===== src/mmm_pkg.sv =====
// Shared types and constants of the multirotor motor mixer.
package mmm_pkg;

  localparam int MOTOR_SLOTS = 16;
  localparam int FULL_SCALE = 4096;
  localparam int DIV_STEPS = 31;

  localparam logic [1:0] OP_MIX = 2'd0;
  localparam logic [1:0] OP_COEF = 2'd1;
  localparam logic [1:0] OP_OFF = 2'd2;

  localparam logic [2:0] REG_PULSE_MIN = 3'd0;
  localparam logic [2:0] REG_PULSE_MAX = 3'd1;
  localparam logic [2:0] REG_PULSE_START = 3'd2;
  localparam logic [2:0] REG_PULSE_ARM = 3'd3;
  localparam logic [2:0] REG_NOMINAL_MV = 3'd4;
  localparam logic [2:0] REG_BUS_MASK = 3'd5;
  localparam logic [2:0] REG_LIM_STEP = 3'd6;

  localparam logic [16:0] THR_MAX = 17'(FULL_SCALE * 16);
  localparam logic [15:0] LIM_MAX = 16'(FULL_SCALE * 4);
  localparam logic [12:0] LVL_MAX = 13'(FULL_SCALE);
  localparam logic [12:0] CAN_FLOOR = 13'(FULL_SCALE / 10);
  localparam longint OVER_LIM_L = longint'(FULL_SCALE) * 100 * (longint'(1) << 26);
  localparam logic signed [51:0] OVER_LIM = 52'(OVER_LIM_L);
  localparam logic signed [16:0] RECIP_100 = 17'sd41943;

  typedef struct packed {
    logic [15:0] pulse_min;
    logic [15:0] pulse_max;
    logic [15:0] pulse_start;
    logic [15:0] pulse_arm;
    logic [15:0] nominal_mv;
    logic [15:0] bus_mask;
    logic [11:0] lim_step;
  } cfg_t;

  typedef struct packed {
    logic [1:0]         op;
    logic [12:0]        throttle_cmd;
    logic signed [13:0] pitch_cmd;
    logic signed [13:0] roll_cmd;
    logic signed [13:0] yaw_cmd;
    logic [15:0]        battery_mv;
    logic               armed;
    logic [3:0]         coef_motor;
    logic [1:0]         coef_axis;
    logic [15:0]        coef_value;
  } in_item_t;

  typedef enum logic [2:0] {
    MUL_THR, MUL_PITCH, MUL_ROLL, MUL_YAW, MUL_SL, MUL_SH, MUL_RECIP, MUL_PWM
  } mul_sel_e;

  typedef enum logic [2:0] {
    ACC_NONE, ACC_S_LOAD, ACC_S_ADD, ACC_P_LOAD, ACC_P_ADD
  } acc_op_e;

  typedef enum logic [2:0] {
    DP_NONE, DP_DIV_STEP, DP_VF, DP_LVL_PREP, DP_LVL_FIN, DP_NUM, DP_EMIT, DP_LIM
  } dp_op_e;

  typedef struct packed {
    logic     load;
    logic     rd_en;
    logic [1:0] rd_axis;
    logic     mul_en;
    mul_sel_e mul_sel;
    acc_op_e  acc_op;
    dp_op_e   dp_op;
    logic [3:0] motor;
    logic     last;
  } cmd_t;

  typedef struct packed {
    logic [MOTOR_SLOTS-1:0] active;
    logic [MOTOR_SLOTS-1:0] emit;
    logic                   out_free;
  } status_t;

endpackage


===== src/mmm_ctrl.sv =====
// Sequencer of the motor mixer: walks the motors and drives the datapath.
module mmm_ctrl import mmm_pkg::*; #(
  parameter int NUM_MOTORS = 16
) (
  input  logic       clk_i,
  input  logic       rst_ni,
  input  logic       in_valid_i,
  input  logic [1:0] in_op_i,
  output logic       in_ready_o,
  input  status_t    status_i,
  output cmd_t       cmd_o
);

  typedef enum logic [4:0] {
    ST_IDLE, ST_DIV, ST_VF, ST_SCAN, ST_RD0, ST_RD1, ST_RD2, ST_RD3, ST_M3, ST_A3,
    ST_P0, ST_P1, ST_P2, ST_LV0, ST_LV1, ST_LV2, ST_PW0, ST_PW1, ST_EMIT, ST_LIM
  } state_e;

  localparam logic [3:0] LAST_M = 4'(NUM_MOTORS - 1);
  localparam logic [4:0] DIV_LAST = 5'(DIV_STEPS - 1);

  state_e     state_q, state_d;
  logic [3:0] m_q, m_d;
  logic [4:0] cnt_q, cnt_d;
  logic [1:0] op_q, op_d;
  logic       accept;
  logic       advance;
  logic       is_mix;

  assign in_ready_o = (state_q == ST_IDLE);
  assign accept = in_valid_i & in_ready_o;
  assign is_mix = (op_q == OP_MIX);

  always_comb begin
    state_d = state_q;
    m_d = m_q;
    cnt_d = cnt_q;
    op_d = op_q;
    advance = 1'b0;
    cmd_o.load = accept;
    cmd_o.rd_en = 1'b0;
    cmd_o.rd_axis = 2'd0;
    cmd_o.mul_en = 1'b0;
    cmd_o.mul_sel = MUL_THR;
    cmd_o.acc_op = ACC_NONE;
    cmd_o.dp_op = DP_NONE;
    cmd_o.motor = m_q;
    cmd_o.last = ~|((status_i.emit >> m_q) >> 1);
    unique case (state_q)
      ST_IDLE: begin
        if (accept) begin
          op_d = in_op_i;
          m_d = 4'd0;
          cnt_d = 5'd0;
          if (in_op_i == OP_MIX) state_d = ST_DIV;
          else if (in_op_i == OP_OFF) state_d = ST_SCAN;
        end
      end
      ST_DIV: begin
        cmd_o.dp_op = DP_DIV_STEP;
        cnt_d = cnt_q + 5'd1;
        if (cnt_q == DIV_LAST) state_d = ST_VF;
      end
      ST_VF: begin
        cmd_o.dp_op = DP_VF;
        state_d = ST_SCAN;
      end
      ST_SCAN: begin
        if (is_mix && status_i.active[m_q]) state_d = ST_RD0;
        else if (!is_mix && status_i.emit[m_q]) state_d = ST_EMIT;
        else advance = 1'b1;
      end
      ST_RD0: begin
        cmd_o.rd_en = 1'b1;
        cmd_o.rd_axis = 2'd0;
        state_d = ST_RD1;
      end
      ST_RD1: begin
        cmd_o.rd_en = 1'b1;
        cmd_o.rd_axis = 2'd1;
        cmd_o.mul_en = 1'b1;
        cmd_o.mul_sel = MUL_THR;
        state_d = ST_RD2;
      end
      ST_RD2: begin
        cmd_o.rd_en = 1'b1;
        cmd_o.rd_axis = 2'd2;
        cmd_o.mul_en = 1'b1;
        cmd_o.mul_sel = MUL_PITCH;
        cmd_o.acc_op = ACC_S_LOAD;
        state_d = ST_RD3;
      end
      ST_RD3: begin
        cmd_o.rd_en = 1'b1;
        cmd_o.rd_axis = 2'd3;
        cmd_o.mul_en = 1'b1;
        cmd_o.mul_sel = MUL_ROLL;
        cmd_o.acc_op = ACC_S_ADD;
        state_d = ST_M3;
      end
      ST_M3: begin
        cmd_o.mul_en = 1'b1;
        cmd_o.mul_sel = MUL_YAW;
        cmd_o.acc_op = ACC_S_ADD;
        state_d = ST_A3;
      end
      ST_A3: begin
        cmd_o.acc_op = ACC_S_ADD;
        state_d = ST_P0;
      end
      ST_P0: begin
        cmd_o.mul_en = 1'b1;
        cmd_o.mul_sel = MUL_SL;
        state_d = ST_P1;
      end
      ST_P1: begin
        cmd_o.mul_en = 1'b1;
        cmd_o.mul_sel = MUL_SH;
        cmd_o.acc_op = ACC_P_LOAD;
        state_d = ST_P2;
      end
      ST_P2: begin
        cmd_o.acc_op = ACC_P_ADD;
        state_d = ST_LV0;
      end
      ST_LV0: begin
        cmd_o.dp_op = DP_LVL_PREP;
        state_d = ST_LV1;
      end
      ST_LV1: begin
        cmd_o.mul_en = 1'b1;
        cmd_o.mul_sel = MUL_RECIP;
        state_d = ST_LV2;
      end
      ST_LV2: begin
        cmd_o.dp_op = DP_LVL_FIN;
        state_d = ST_PW0;
      end
      ST_PW0: begin
        cmd_o.mul_en = 1'b1;
        cmd_o.mul_sel = MUL_PWM;
        state_d = ST_PW1;
      end
      ST_PW1: begin
        cmd_o.dp_op = DP_NUM;
        state_d = ST_EMIT;
      end
      ST_EMIT: begin
        if (!status_i.emit[m_q]) begin
          advance = 1'b1;
        end else if (status_i.out_free) begin
          cmd_o.dp_op = DP_EMIT;
          advance = 1'b1;
        end
      end
      ST_LIM: begin
        cmd_o.dp_op = DP_LIM;
        state_d = ST_IDLE;
      end
      default: state_d = ST_IDLE;
    endcase
    if (advance) begin
      if (m_q == LAST_M) begin
        state_d = ST_LIM;
      end else begin
        m_d = m_q + 4'd1;
        state_d = ST_SCAN;
      end
    end
  end

  always_ff @(posedge clk_i or negedge rst_ni) begin
    if (!rst_ni) begin
      state_q <= ST_IDLE;
      m_q <= 4'd0;
      cnt_q <= 5'd0;
      op_q <= OP_MIX;
    end else begin
      state_q <= state_d;
      m_q <= m_d;
      cnt_q <= cnt_d;
      op_q <= op_d;
    end
  end

endmodule


===== src/mmm_dp.sv =====
// Datapath of the motor mixer: coefficient memory, divider, shared multiplier, output register.
module mmm_dp import mmm_pkg::*; #(
  parameter int NUM_MOTORS = 16,
  parameter int PWM_PORTS = 14
) (
  input  logic        clk_i,
  input  logic        rst_ni,
  input  cfg_t        cfg_i,
  input  in_item_t    item_i,
  input  cmd_t        cmd_i,
  output status_t     status_o,
  output logic        out_valid_o,
  input  logic        out_ready_i,
  output logic [3:0]  out_motor_o,
  output logic        out_kind_o,
  output logic [15:0] out_drive_o,
  output logic [12:0] out_level_o,
  output logic        out_last_o
);

  localparam int DEPTH = NUM_MOTORS * 4;
  localparam int AW = (DEPTH > 1) ? $clog2(DEPTH) : 1;

  logic [15:0]      mem [DEPTH];
  logic [DEPTH-1:0] nz_q;
  logic [15:0]      rdata_q;
  logic             rnz_q;
  logic [AW-1:0]    wr_addr, rd_addr;
  logic             wr_en;

  logic [16:0]        thr16_q;
  logic signed [13:0] pc_q, rc_q, yc_q;
  logic               armed_q, mix_q;
  logic [30:0]        quo_q;
  logic [15:0]        rem_q;
  logic               neg_q;
  logic signed [15:0] vf_q;
  logic signed [36:0] prod_q;
  logic signed [35:0] s_q;
  logic signed [51:0] p_q;
  logic               over_q;
  logic [18:0]        x_q;
  logic [12:0]        lvl_q;
  logic signed [31:0] num_q;
  logic [17:0]        lim_acc_q;
  logic [15:0]        limiter_q;

  logic               out_valid_q, out_kind_q, out_last_q;
  logic [3:0]         out_motor_q;
  logic [15:0]        out_drive_q;
  logic [12:0]        out_level_q;

  logic [15:0]        nom;
  logic signed [17:0] thr_raw, vnum;
  logic [16:0]        vmag;
  logic [16:0]        div_t;
  logic               div_ge;
  logic signed [15:0] coef;
  logic signed [19:0] mul_a;
  logic signed [16:0] mul_b;
  logic signed [16:0] pw_span;
  logic [12:0]        q0;
  logic [19:0]        rem100;
  logic signed [19:0] pw_x;
  logic [15:0]        pwm_drive, can_drive, emit_drive;
  logic [12:0]        can_c;
  logic [16:0]        can_s;
  logic [17:0]        lim_sub;
  logic               kind;

  for (genvar i = 0; i < MOTOR_SLOTS; i++) begin : g_slot
    if (i < NUM_MOTORS) begin : g_on
      assign status_o.active[i] = |nz_q[4*i +: 4];
      assign status_o.emit[i] = status_o.active[i] & (cfg_i.bus_mask[i] | (i < PWM_PORTS));
    end else begin : g_off
      assign status_o.active[i] = 1'b0;
      assign status_o.emit[i] = 1'b0;
    end
  end
  assign status_o.out_free = ~out_valid_q | out_ready_i;

  assign wr_en = cmd_i.load & (item_i.op == OP_COEF) & (int'(item_i.coef_motor) < NUM_MOTORS);
  assign wr_addr = AW'({item_i.coef_motor, item_i.coef_axis});
  assign rd_addr = AW'({cmd_i.motor, cmd_i.rd_axis});

  always_ff @(posedge clk_i) begin
    if (wr_en) mem[wr_addr] <= item_i.coef_value;
    if (cmd_i.rd_en) begin
      rdata_q <= mem[rd_addr];
      rnz_q <= nz_q[rd_addr];
    end
  end

  always_ff @(posedge clk_i or negedge rst_ni) begin
    if (!rst_ni) begin
      nz_q <= '0;
    end else if (wr_en) begin
      nz_q[wr_addr] <= |item_i.coef_value;
    end
  end

  assign nom = (cfg_i.nominal_mv == 16'd0) ? 16'd1 : cfg_i.nominal_mv;
  assign thr_raw = $signed({1'b0, item_i.throttle_cmd, 4'b0}) - $signed({2'b0, limiter_q});
  assign vnum = $signed({1'b0, nom, 1'b0}) - $signed({2'b0, item_i.battery_mv});
  assign vmag = vnum[17] ? 17'(-vnum) : vnum[16:0];
  assign div_t = {rem_q, quo_q[30]};
  assign div_ge = div_t >= {1'b0, nom};
  assign coef = rnz_q ? $signed(rdata_q) : 16'sd0;
  assign pw_span = $signed({1'b0, cfg_i.pulse_max}) - $signed({1'b0, cfg_i.pulse_min});

  always_comb begin
    mul_a = {3'b0, thr16_q};
    mul_b = {coef[15], coef};
    case (cmd_i.mul_sel)
      MUL_THR:   mul_a = {3'b0, thr16_q};
      MUL_PITCH: mul_a = {{6{pc_q[13]}}, pc_q};
      MUL_ROLL:  mul_a = {{6{rc_q[13]}}, rc_q};
      MUL_YAW:   mul_a = {{6{yc_q[13]}}, yc_q};
      MUL_SL: begin
        mul_a = {1'b0, s_q[18:0]};
        mul_b = {vf_q[15], vf_q};
      end
      MUL_SH: begin
        mul_a = {{3{s_q[35]}}, s_q[35:19]};
        mul_b = {vf_q[15], vf_q};
      end
      MUL_RECIP: begin
        mul_a = {1'b0, x_q};
        mul_b = RECIP_100;
      end
      MUL_PWM: begin
        mul_a = {7'b0, lvl_q};
        mul_b = pw_span;
      end
      default: mul_a = {3'b0, thr16_q};
    endcase
  end

  assign q0 = prod_q[34:22];
  assign rem100 = {1'b0, x_q} - 20'(q0 * 7'd100);

  assign pw_x = num_q[31] ? 20'((num_q + 32'sd4095) >>> 12) : 20'(num_q >>> 12);
  always_comb begin
    if (pw_x < $signed({4'b0, cfg_i.pulse_start})) pwm_drive = cfg_i.pulse_start;
    else if (pw_x > $signed({4'b0, cfg_i.pulse_max})) pwm_drive = cfg_i.pulse_max;
    else pwm_drive = pw_x[15:0];
  end
  assign can_c = (lvl_q < CAN_FLOOR) ? CAN_FLOOR : lvl_q;
  assign can_s = {can_c, 4'b0};
  assign can_drive = can_s[16] ? 16'hFFFF : can_s[15:0];
  assign kind = cfg_i.bus_mask[cmd_i.motor];

  always_comb begin
    emit_drive = 16'd0;
    if (armed_q) begin
      if (mix_q) emit_drive = kind ? can_drive : pwm_drive;
      else if (!kind) emit_drive = cfg_i.pulse_arm;
    end
  end

  assign lim_sub = (lim_acc_q > {6'b0, cfg_i.lim_step}) ? lim_acc_q - {6'b0, cfg_i.lim_step}
                                                          : 18'd0;

  always_ff @(posedge clk_i) begin
    if (cmd_i.load) begin
      if (thr_raw < 0) thr16_q <= 17'd0;
      else if (thr_raw > $signed({1'b0, THR_MAX})) thr16_q <= THR_MAX;
      else thr16_q <= thr_raw[16:0];
      pc_q <= item_i.pitch_cmd;
      rc_q <= item_i.roll_cmd;
      yc_q <= item_i.yaw_cmd;
      armed_q <= item_i.armed;
      mix_q <= (item_i.op == OP_MIX);
      neg_q <= vnum[17];
      quo_q <= {vmag, 14'b0};
      rem_q <= 16'd0;
      lim_acc_q <= {2'b0, limiter_q};
    end
    if (cmd_i.mul_en) prod_q <= mul_a * mul_b;
    case (cmd_i.acc_op)
      ACC_S_LOAD: s_q <= prod_q[35:0];
      ACC_S_ADD:  s_q <= s_q + $signed({prod_q[31:0], 4'b0});
      ACC_P_LOAD: p_q <= {{15{prod_q[36]}}, prod_q};
      ACC_P_ADD:  p_q <= p_q + $signed({prod_q[32:0], 19'b0});
      default: ;
    endcase
    case (cmd_i.dp_op)
      DP_DIV_STEP: begin
        rem_q <= div_ge ? 16'(div_t - {1'b0, nom}) : div_t[15:0];
        quo_q <= {quo_q[29:0], div_ge};
      end
      DP_VF: begin
        if (neg_q) vf_q <= (quo_q > 31'd32768) ? -16'sd32768 : 16'(-quo_q);
        else vf_q <= (quo_q > 31'd32767) ? 16'sd32767 : quo_q[15:0];
      end
      DP_LVL_PREP: begin
        over_q <= p_q >= OVER_LIM;
        x_q <= (p_q > 0 && p_q < OVER_LIM) ? p_q[44:26] : 19'd0;
      end
      DP_LVL_FIN: begin
        if (over_q) lvl_q <= LVL_MAX;
        else lvl_q <= (rem100 >= 20'd100) ? q0 + 13'd1 : q0;
        if (over_q) lim_acc_q <= lim_acc_q + {6'b0, cfg_i.lim_step};
      end
      DP_NUM: num_q <= prod_q[31:0] + $signed({4'b0, cfg_i.pulse_min, 12'b0});
      default: ;
    endcase
    if (cmd_i.dp_op == DP_EMIT) begin
      out_motor_q <= cmd_i.motor;
      out_kind_q <= kind;
      out_drive_q <= emit_drive;
      out_level_q <= mix_q ? lvl_q : 13'd0;
      out_last_q <= cmd_i.last;
    end
  end

  always_ff @(posedge clk_i or negedge rst_ni) begin
    if (!rst_ni) begin
      limiter_q <= 16'd0;
      out_valid_q <= 1'b0;
    end else begin
      if (cmd_i.dp_op == DP_LIM) begin
        if (!mix_q) limiter_q <= 16'd0;
        else if (lim_sub > {2'b0, LIM_MAX}) limiter_q <= LIM_MAX;
        else limiter_q <= lim_sub[15:0];
      end
      if (cmd_i.dp_op == DP_EMIT) out_valid_q <= 1'b1;
      else if (out_ready_i) out_valid_q <= 1'b0;
    end
  end

  assign out_valid_o = out_valid_q;
  assign out_motor_o = out_motor_q;
  assign out_kind_o = out_kind_q;
  assign out_drive_o = out_drive_q;
  assign out_level_o = out_level_q;
  assign out_last_o = out_last_q;

endmodule


===== src/multirotor_motor_mixer_top.sv =====
// Top level of the multirotor motor mixer: stream ports, register file, sequencer and datapath.
//
// Requests arrive on the s_axis channel; tuser carries the op (mix, coefficient write,
// motors off). A coefficient write gives no result. A mix request runs a voltage-factor
// division, then walks the motors in index order; each active motor uses the single
// shared 20x17 multiplier. A motors-off request also walks the motors in index order.
// Each active motor with a port gives one result on m_axis: tuser is the bus kind, tlast
// marks the final result of the request. Results leave through an output register; while
// the receiver stalls, the walk holds at the next result. s_axis_tready is high only
// between requests. Registers are written through cfg_we_i/cfg_idx_i/cfg_data_i; the user
// must write them only while idle, which the block itself does not enforce.
// Reset clears the coefficient table (per-entry nonzero flags), the limiter and restores
// the register defaults; the block is ready as soon as reset is released.
module multirotor_motor_mixer_top import mmm_pkg::*; #(
  parameter int NUM_MOTORS = 16,
  parameter int PWM_PORTS = 14
) (
  input  logic        clk_i,
  input  logic        rst_ni,
  input  logic        s_axis_tvalid,
  output logic        s_axis_tready,
  // throttle_cmd, pitch_cmd, roll_cmd, yaw_cmd, battery_mv, armed, coef_motor,
  // coef_axis, coef_value, zero fill
  input  logic [95:0] s_axis_tdata,
  // op
  input  logic [1:0]  s_axis_tuser,
  output logic        m_axis_tvalid,
  input  logic        m_axis_tready,
  // motor_index, drive, level, zero fill
  output logic [39:0] m_axis_tdata,
  // bus_kind
  output logic        m_axis_tuser,
  output logic        m_axis_tlast,
  input  logic        cfg_we_i,
  input  logic [2:0]  cfg_idx_i,
  input  logic [15:0] cfg_data_i
);

  cfg_t     cfg_q;
  in_item_t item;
  cmd_t     cmd;
  status_t  status;
  logic [3:0]  out_motor;
  logic [15:0] out_drive;
  logic [12:0] out_level;

  assign item.op = s_axis_tuser;
  assign item.throttle_cmd = s_axis_tdata[12:0];
  assign item.pitch_cmd = s_axis_tdata[26:13];
  assign item.roll_cmd = s_axis_tdata[40:27];
  assign item.yaw_cmd = s_axis_tdata[54:41];
  assign item.battery_mv = s_axis_tdata[70:55];
  assign item.armed = s_axis_tdata[71];
  assign item.coef_motor = s_axis_tdata[75:72];
  assign item.coef_axis = s_axis_tdata[77:76];
  assign item.coef_value = s_axis_tdata[93:78];

  always_ff @(posedge clk_i or negedge rst_ni) begin
    if (!rst_ni) begin
      cfg_q.pulse_min <= 16'd1000;
      cfg_q.pulse_max <= 16'd2000;
      cfg_q.pulse_start <= 16'd1100;
      cfg_q.pulse_arm <= 16'd975;
      cfg_q.nominal_mv <= 16'd11100;
      cfg_q.bus_mask <= 16'd0;
      cfg_q.lim_step <= 12'd16;
    end else if (cfg_we_i) begin
      unique case (cfg_idx_i)
        REG_PULSE_MIN:   cfg_q.pulse_min <= cfg_data_i;
        REG_PULSE_MAX:   cfg_q.pulse_max <= cfg_data_i;
        REG_PULSE_START: cfg_q.pulse_start <= cfg_data_i;
        REG_PULSE_ARM:   cfg_q.pulse_arm <= cfg_data_i;
        REG_NOMINAL_MV:  cfg_q.nominal_mv <= cfg_data_i;
        REG_BUS_MASK:    cfg_q.bus_mask <= cfg_data_i;
        REG_LIM_STEP:    cfg_q.lim_step <= cfg_data_i[11:0];
        default: ;
      endcase
    end
  end

  mmm_ctrl #(
    .NUM_MOTORS(NUM_MOTORS)
  ) u_ctrl (
    .clk_i,
    .rst_ni,
    .in_valid_i(s_axis_tvalid),
    .in_op_i(s_axis_tuser),
    .in_ready_o(s_axis_tready),
    .status_i(status),
    .cmd_o(cmd)
  );

  mmm_dp #(
    .NUM_MOTORS(NUM_MOTORS),
    .PWM_PORTS(PWM_PORTS)
  ) u_dp (
    .clk_i,
    .rst_ni,
    .cfg_i(cfg_q),
    .item_i(item),
    .cmd_i(cmd),
    .status_o(status),
    .out_valid_o(m_axis_tvalid),
    .out_ready_i(m_axis_tready),
    .out_motor_o(out_motor),
    .out_kind_o(m_axis_tuser),
    .out_drive_o(out_drive),
    .out_level_o(out_level),
    .out_last_o(m_axis_tlast)
  );

  assign m_axis_tdata = {7'b0, out_level, out_drive, out_motor};

endmodule

===== config.mk =====
export PLATFORM = sky130hd
export DESIGN_NAME = multirotor_motor_mixer_top
export DESIGN_NICKNAME = d
export VERILOG_FILES = /design/src/mmm_pkg.sv /design/src/mmm_ctrl.sv /design/src/mmm_dp.sv /design/src/multirotor_motor_mixer_top.sv
export SDC_FILE = /design/constraint.sdc
export NUM_CORES = 2
export LEC_CHECK = 0
export BUFFER_PORTS_ARGS = -buffer_cell sky130_fd_sc_hd__buf_2
export CORE_MARGIN = 2
export CORE_UTILIZATION = 40
export DETAILED_ROUTE_END_ITERATION = 8
export GPL_TIMING_DRIVEN = 0
export PLACE_DENSITY = 0.66
export RECOVER_POWER = 50
export SYNTH_ARGS = -nofsm -noshare
export SYNTH_HDL_FRONTEND = slang
export SYNTH_SLANG_ARGS = --single-unit

===== constraint.sdc =====
create_clock -name clk_i -period 15.9 [get_ports clk_i]
set_clock_uncertainty 0.1 [all_clocks]
set_input_delay 3.18 -clock clk_i [delete_from_list [all_inputs] [get_ports clk_i]]
set_output_delay 3.18 -clock clk_i [all_outputs]
set_load 0.1 [all_outputs]

### After elaboration in Yosys (flattened, before gate mapping)

Memories as Yosys holds them, arrays and structs flattened. A register that Yosys moved wholly into a read port is not among the register bits.
Cells that the tools add are included.

* register bits after elaboration: 574
* bits in latches: 0
* memory bits (writable): 1024
* bits in read-only memories: 0
* input bits: 122
* output and inout bits: 44
* logic and storage cells: 256
* memories kept: 1

* add/sub/neg operators: 16
* $mul: 2
* divide/modulo/power cells: 0
* order comparisons: 18
* eq/ne operators: 53
* shifts and indexed selects: 1
* muxes and demuxes: 72
* bitwise gates (word level): 6
* reductions and logical operators: 48

Memory list
* u_dp.mem: words 64, bits a word 16, rd ports 1, clocked after Yosys merged registers in 1, wr ports 1, line mmm_dp.sv:24 `logic [15:0] mem [DEPTH];`

Operators with widths (number)
* $mux W16: 16
* $pmux W20 S8: 1
* $pmux W52 S2: 1
* $pmux W5 S19: 1
* $mux W18: 4
* $pmux W36 S2: 1
* $bwmux W64: 1
* $reduce_or A4 Y1: 16
* $mux W31: 2
* $add A52 B52 Y52: 1
* $ge A52 B46 Y1 const B: 1
* $gt A52 B1 Y1 const B: 1
* $lt A52 B46 Y1 const B: 1
* $pmux W17 S3: 1
* $mux W5: 9
* $eq A5 B4 Y1 const B: 8
* $mul A20 B17 Y37: 1
* $add A36 B36 Y36: 1
* $eq A3 B3 Y1 const B: 12
* $sub A17 B16 Y18: 2
* $mux W17: 2
* $add A32 B13 Y32 const B: 1
* $add A32 B28 Y32: 1
* $pmux W4 S8: 1
* other kinds (69): 130

### Depth between registers and ports, before layout

* depth in word-level cells: 10
* gate-level depth with buffers: 39
* mapped depth without buffers: 38

### Cells and area by module

A second synthesis with hierarchy kept.

* cells, all modules: 6849
* area, all modules: 90151.5 sq um

Modules (own cells, without submodules)
* mmm_dp: times used 1, cells an instance 6362, area an instance 84089.4 sq um, sequential area each 44157.4 sq um
* multirotor_motor_mixer_top: times used 1, cells an instance 242, area an instance 4229.1 sq um, sequential area each 2743.9 sq um
* mmm_ctrl: times used 1, cells an instance 245, area an instance 1833.0 sq um, sequential area each 400.4 sq um

### Least setup slack after synthesis

Ideal clock, no wire load.

* path type: reg2reg
* start point: register u_ctrl.state_q[3]
* end point: register u_dp.prod_q[35] (data pin)
* setup time: 0.258 ns
* arrival: 8.805 ns
* setup slack: 6.738 ns
* cell stages (with the launch flop): 33
* path buffers: 3
* period minus slack after synthesis: 9.162 ns
* cell sequence: dfrtp_1 > buf_2 > nor3_1 > nand2_1 > clkbuf_1 > o21ai_0 > a221oi_1 > and3_1 > or2_2 > clkbuf_1 > nor2_1 > fa_1 > inv_1 > fa_1 > fa_1 > inv_1 > fa_1 > fa_1 > inv_1 > fa_1 > inv_1 > ha_1 > a21o_1 > a21oi_1 > nor2b_1 > a32o_1 > a31o_2 > o311ai_0 > a31oi_1 > o21ai_0 > a21o_1 > a21oi_1 > xnor2_1

* cells in the longest elaborated chain, start to end: 6
* elaborated cells between the ends (all ways): 21
* those cells by class: 1 x mul; 15 x eq/ne; 3 x mux; 2 x reduce/logical

RTL lines
* from (decl): line mmm_ctrl.sv:22 `state_e state_q, state_d;`
* from (signal assigned): line mmm_ctrl.sv:179 `state_q <= state_d;`
* $eq A5 B5 Y1, or another cell as far along: line mmm_ctrl.sv:49 `unique case (state_q)`
* $pmux W4 S8 *: line mmm_ctrl.sv:49
* $eq A3 B3 Y1: line mmm_dp.sv:114 `case (cmd_i.mul_sel)`
* $reduce_or A2 Y1 (no source line)
* $pmux W17 S3: line mmm_dp.sv:114
* $mul A20 B17 Y37 *: line mmm_dp.sv:179 `if (cmd_i.mul_en) prod_q <= mul_a * mul_b;`
* to (signal assigned): line mmm_dp.sv:179
* to (decl): line mmm_dp.sv:38 `logic signed [36:0] prod_q;`

Every way passes the cells marked *; elsewhere a longest branch is shown, timed or not.
A chain may end at the register's enable or synchronous reset.

### Worst setup path in the final report

* start point: register u_ctrl.state_q[0]
* end point: register u_dp.prod_q[36] (data pin)

Same word-level chain as after synthesis.

==> reports/qor.csv <==
metric;value;unit
outcome;complete, but fails checks;
failing checks;capacitance limit, slew limit;
CTS tree;done;
all-layer global routing usage;24.0;%
end of the critical path;u_dp.prod_q[36]$_DFFE_PN_;
mean post-synth cell area;12.3;um^2
Worst EP required;16.31;ns
number of flops mapped to enable cells by yosys;1391;
multi-input logic area;38100;um^2
r2r setup slk;2.45;ns
critical path startpoint;u_ctrl.state_q[0]$_DFFE_PN0P_;
clock tree buffer depth;3;
# DRC;0;
leading area contributor after synthesis;edfxtp_1;
Layout area overhead;12.4;%
layout cell share with drive strength beyond 1;10.5;%
Setup Viol. Count Final;0;
fin crit period;13.45;ns
top-count cell post-synth;edfxtp_1;
largest family of logic cells by synthesized area;adder cells;
worst reg2reg path depth;31;
Crit Path Max Fanout;10;
Post-Synth Simple-Gate Area;9.72;%
CTS resizes;0;
clock buffer count from CTS;163;
WL/cell;25.5;um
Initial Util;40.3;%
Met1 Routed Length;109000;um
Final period util;84.6;%
Vias;61300;
number of antenna violations at the first check in global routing;18;
Yosys cell types;91;
RSZ-0062 raised after global routing;no;
Maximum Capacitance Violations;21;
total grt overflow;0;
Slew Viols, Final;1327;
fraction of registers with async set/reset;12.7;%
Setup TNS;0;ns
Initial DRC Count;6971;
Seq/Total Area, Yosys;53.3;%
register bit total from synthesis;1614;
Critical-path top delay cell;a2111oi_0;
Mapped Cells;7209;
I/O pin cnt;166;
Synth Area in XOR/XNOR;2.31;%
# nets final;8436;
compound-cell area share of the yosys netlist;10.1;%
met2 WL;126000;um
multiplexer share of the synthesized area;7.57;%
Post-DRT Antenna Nets;0;
worst hold path class;flop to flop;
synthesized-area fraction occupied by adder cells;13.0;%
clk sinks;1614;
synthesized area;88800;um^2
Die Wd;475;um
Synth warnings;0;
Final HPWL DP;201000;um
die area;226000;um^2
RR Endpoint;u_dp.prod_q[36]$_DFFE_PN_;
H-tree levels;4;
top-area cell type share of the netlist area;47.0;%
first-pass GRT wire length;401000;um
FILL cells;19800;
RD Place Congestion;0.967;
root buf cell;clkbuf_16;
vias in the first global route;60500;
vias per inst;5.73;
Area contributors post-synth;edfxtp_1 (47%), fa_1 (8.1%), ha_1 (4.9%);
CP peak stage delay;1.07;ns
met3 WL;24000;um
drt pass-1 iters;6;
Reg clk slew, reported paths;0.06;ns
row count;172;
synth cell count leaders;edfxtp_1 (1391), nand2_1 (627), inv_1 (594), nor2_1 (564), o21ai_0 (365);
CP arrival;13.86;ns
largest net degree at the start of global routing;108;
register area;47300;um^2
clock latency on the worst-skew pair;0.83;ns
Worst slew margin;-316;%
Worst Max-Slew Pin Slew;6.23;ns
RR Startpoint;u_ctrl.state_q[0]$_DFFE_PN0P_;
top sig layer;met5;
setup bufs post-CTS;0;
Worst setup SP type;flop;
CP endpoint kind;flop;
core outline area;220000;um^2
fin util;45.3;%
Die H;475;um
WS Path Type;flop to flop;
# port buffers;152;
Fin. Hold Viols;0;
ys flop type;edfxtp_1;
FMAX;74.3;MHz
Hold Buf Count CTS;0;
Routed WL;273000;um
-- metrics by stage --
step	area (um^2)	std cells	hold WS, ns	setup WS [ns]
after global routing	99800	10700	0.422	1.40
final	99800	10700	0.401	2.45
after detailed placement	94600	10400	0.388	2.87
after global placement	93300	10300	0.382	2.10
after CTS	99900	10700	0.404	2.82
after floorplan	88800	7215	0.345	6.74
-- routing by layer --
metal,global-route usage (%),up-vias
met5,0,-
met4,11.3,6
li1,-,27000
met2,38.0,2863
met1,31.7,30900
met3,4.89,551
-- worst min-delay path by stage --
| stage | to | depth (start not counted) | start |
|---|---|---|---|
| after global routing | cfg_q[54]$_DFFE_PN0P_ | 1 | cfg_q[54]$_DFFE_PN0P_ |
| after CTS | u_dp.lim_acc_q[10]$_DFF_P_ | 2 | u_dp.lim_acc_q[10]$_DFF_P_ |
| after detailed placement | u_dp.lim_acc_q[8]$_DFF_P_ | 2 | u_dp.lim_acc_q[8]$_DFF_P_ |
| final | u_dp.lim_acc_q[9]$_DFF_P_ | 2 | u_dp.lim_acc_q[9]$_DFF_P_ |
| after global placement | cfg_q[14]$_DFFE_PN0P_ | 1 | cfg_q[14]$_DFFE_PN0P_ |
| after floorplan | u_dp.out_motor_o[3]$_DFFE_PP_ | 0 | u_ctrl.m_q[3]$_DFF_PN0_ |
-- final cells by class --
type / instances / share of cell area, %
diodes: 13 / 0.0326
plain buffers: 345 / 1.34
clock buffers: 217 / 4.44
clock inverters: 83 / 0.850
inverters: 598 / 2.25
multi-input cells: 4658 / 38.2
flip-flops and latches: 1614 / 47.4
well taps: 2958 / 3.71
repair buffers: 224 / 1.75
-- cell usage in the layout (no fill, tap or decap), drive strengths merged, types with 20 or more instances in the layout --
cell type     n
nand2b       66
nand3        80
edfxtp     1391
or3          34
nand4        34
o21ai       373
a21oi       293
clkinv       61
fa          359
mux2         52
a22oi        23
mux4        160
nand2       628
mux2i       253
clkbuf      553
and3         42
o221ai       78
dfstp        33
buf         233
a221oi       20
a311oi       39
nor4         52
xor2         86
nor2b       110
ha          351
or2          27
a31oi        66
nor3         79
o31ai        24
xnor2       148
a211oi      136
and2         91
a21o         84
dfrtp       172
o21bai       26
o22ai        27
o21a         33
inv         604
nor2        564
-- state kept, by name, summed over array words and instances, names as in the netlist, 16 cells and up --
signal            count
u_dp.mem           1024
cfg_q               108
u_dp.nz_q            64
u_dp.p_q             52
u_dp.prod_q          37
u_dp.s_q             36
u_dp.num_q           32
u_dp.quo_q           31
u_dp.x_q             19
u_dp.lim_acc_q       18
u_dp.thr16_q         17
u_dp.limiter_q       16
u_dp.out_drive_o     16
u_dp.rdata_q         16
u_dp.rem_q           16
u_dp.vf_q            16
-- worst max-delay path, delay by kind of cell, from the launching register on --
kind,cells,cell delay [ns]
AOI/OAI and AO/OA,12,4.49
xor gates and xnor gates,1,0.46
adders and majority gates,7,2.91
buffers and inverters,7,3.42
DFF,1,0.41
muxes,1,0.74
and+or+nand+nor,3,0.60
-- cells by family (layout without fill, tap and decap cells) --
logic type                 count (synthesis)  count (layout)
adders and majority gates                710             710
DFF                                     1614            1614
buffers and inverters                    943            1467
other                                      1              20
xor gates and xnor gates                 234             234
AOI/OAI and AO/OA                       1376            1376
muxes                                    465             465
and+or+nand+nor                         1866            1866
Power is not shown: default switching activity piles up to over one toggle a cycle in this logic, so the estimate is an artifact.
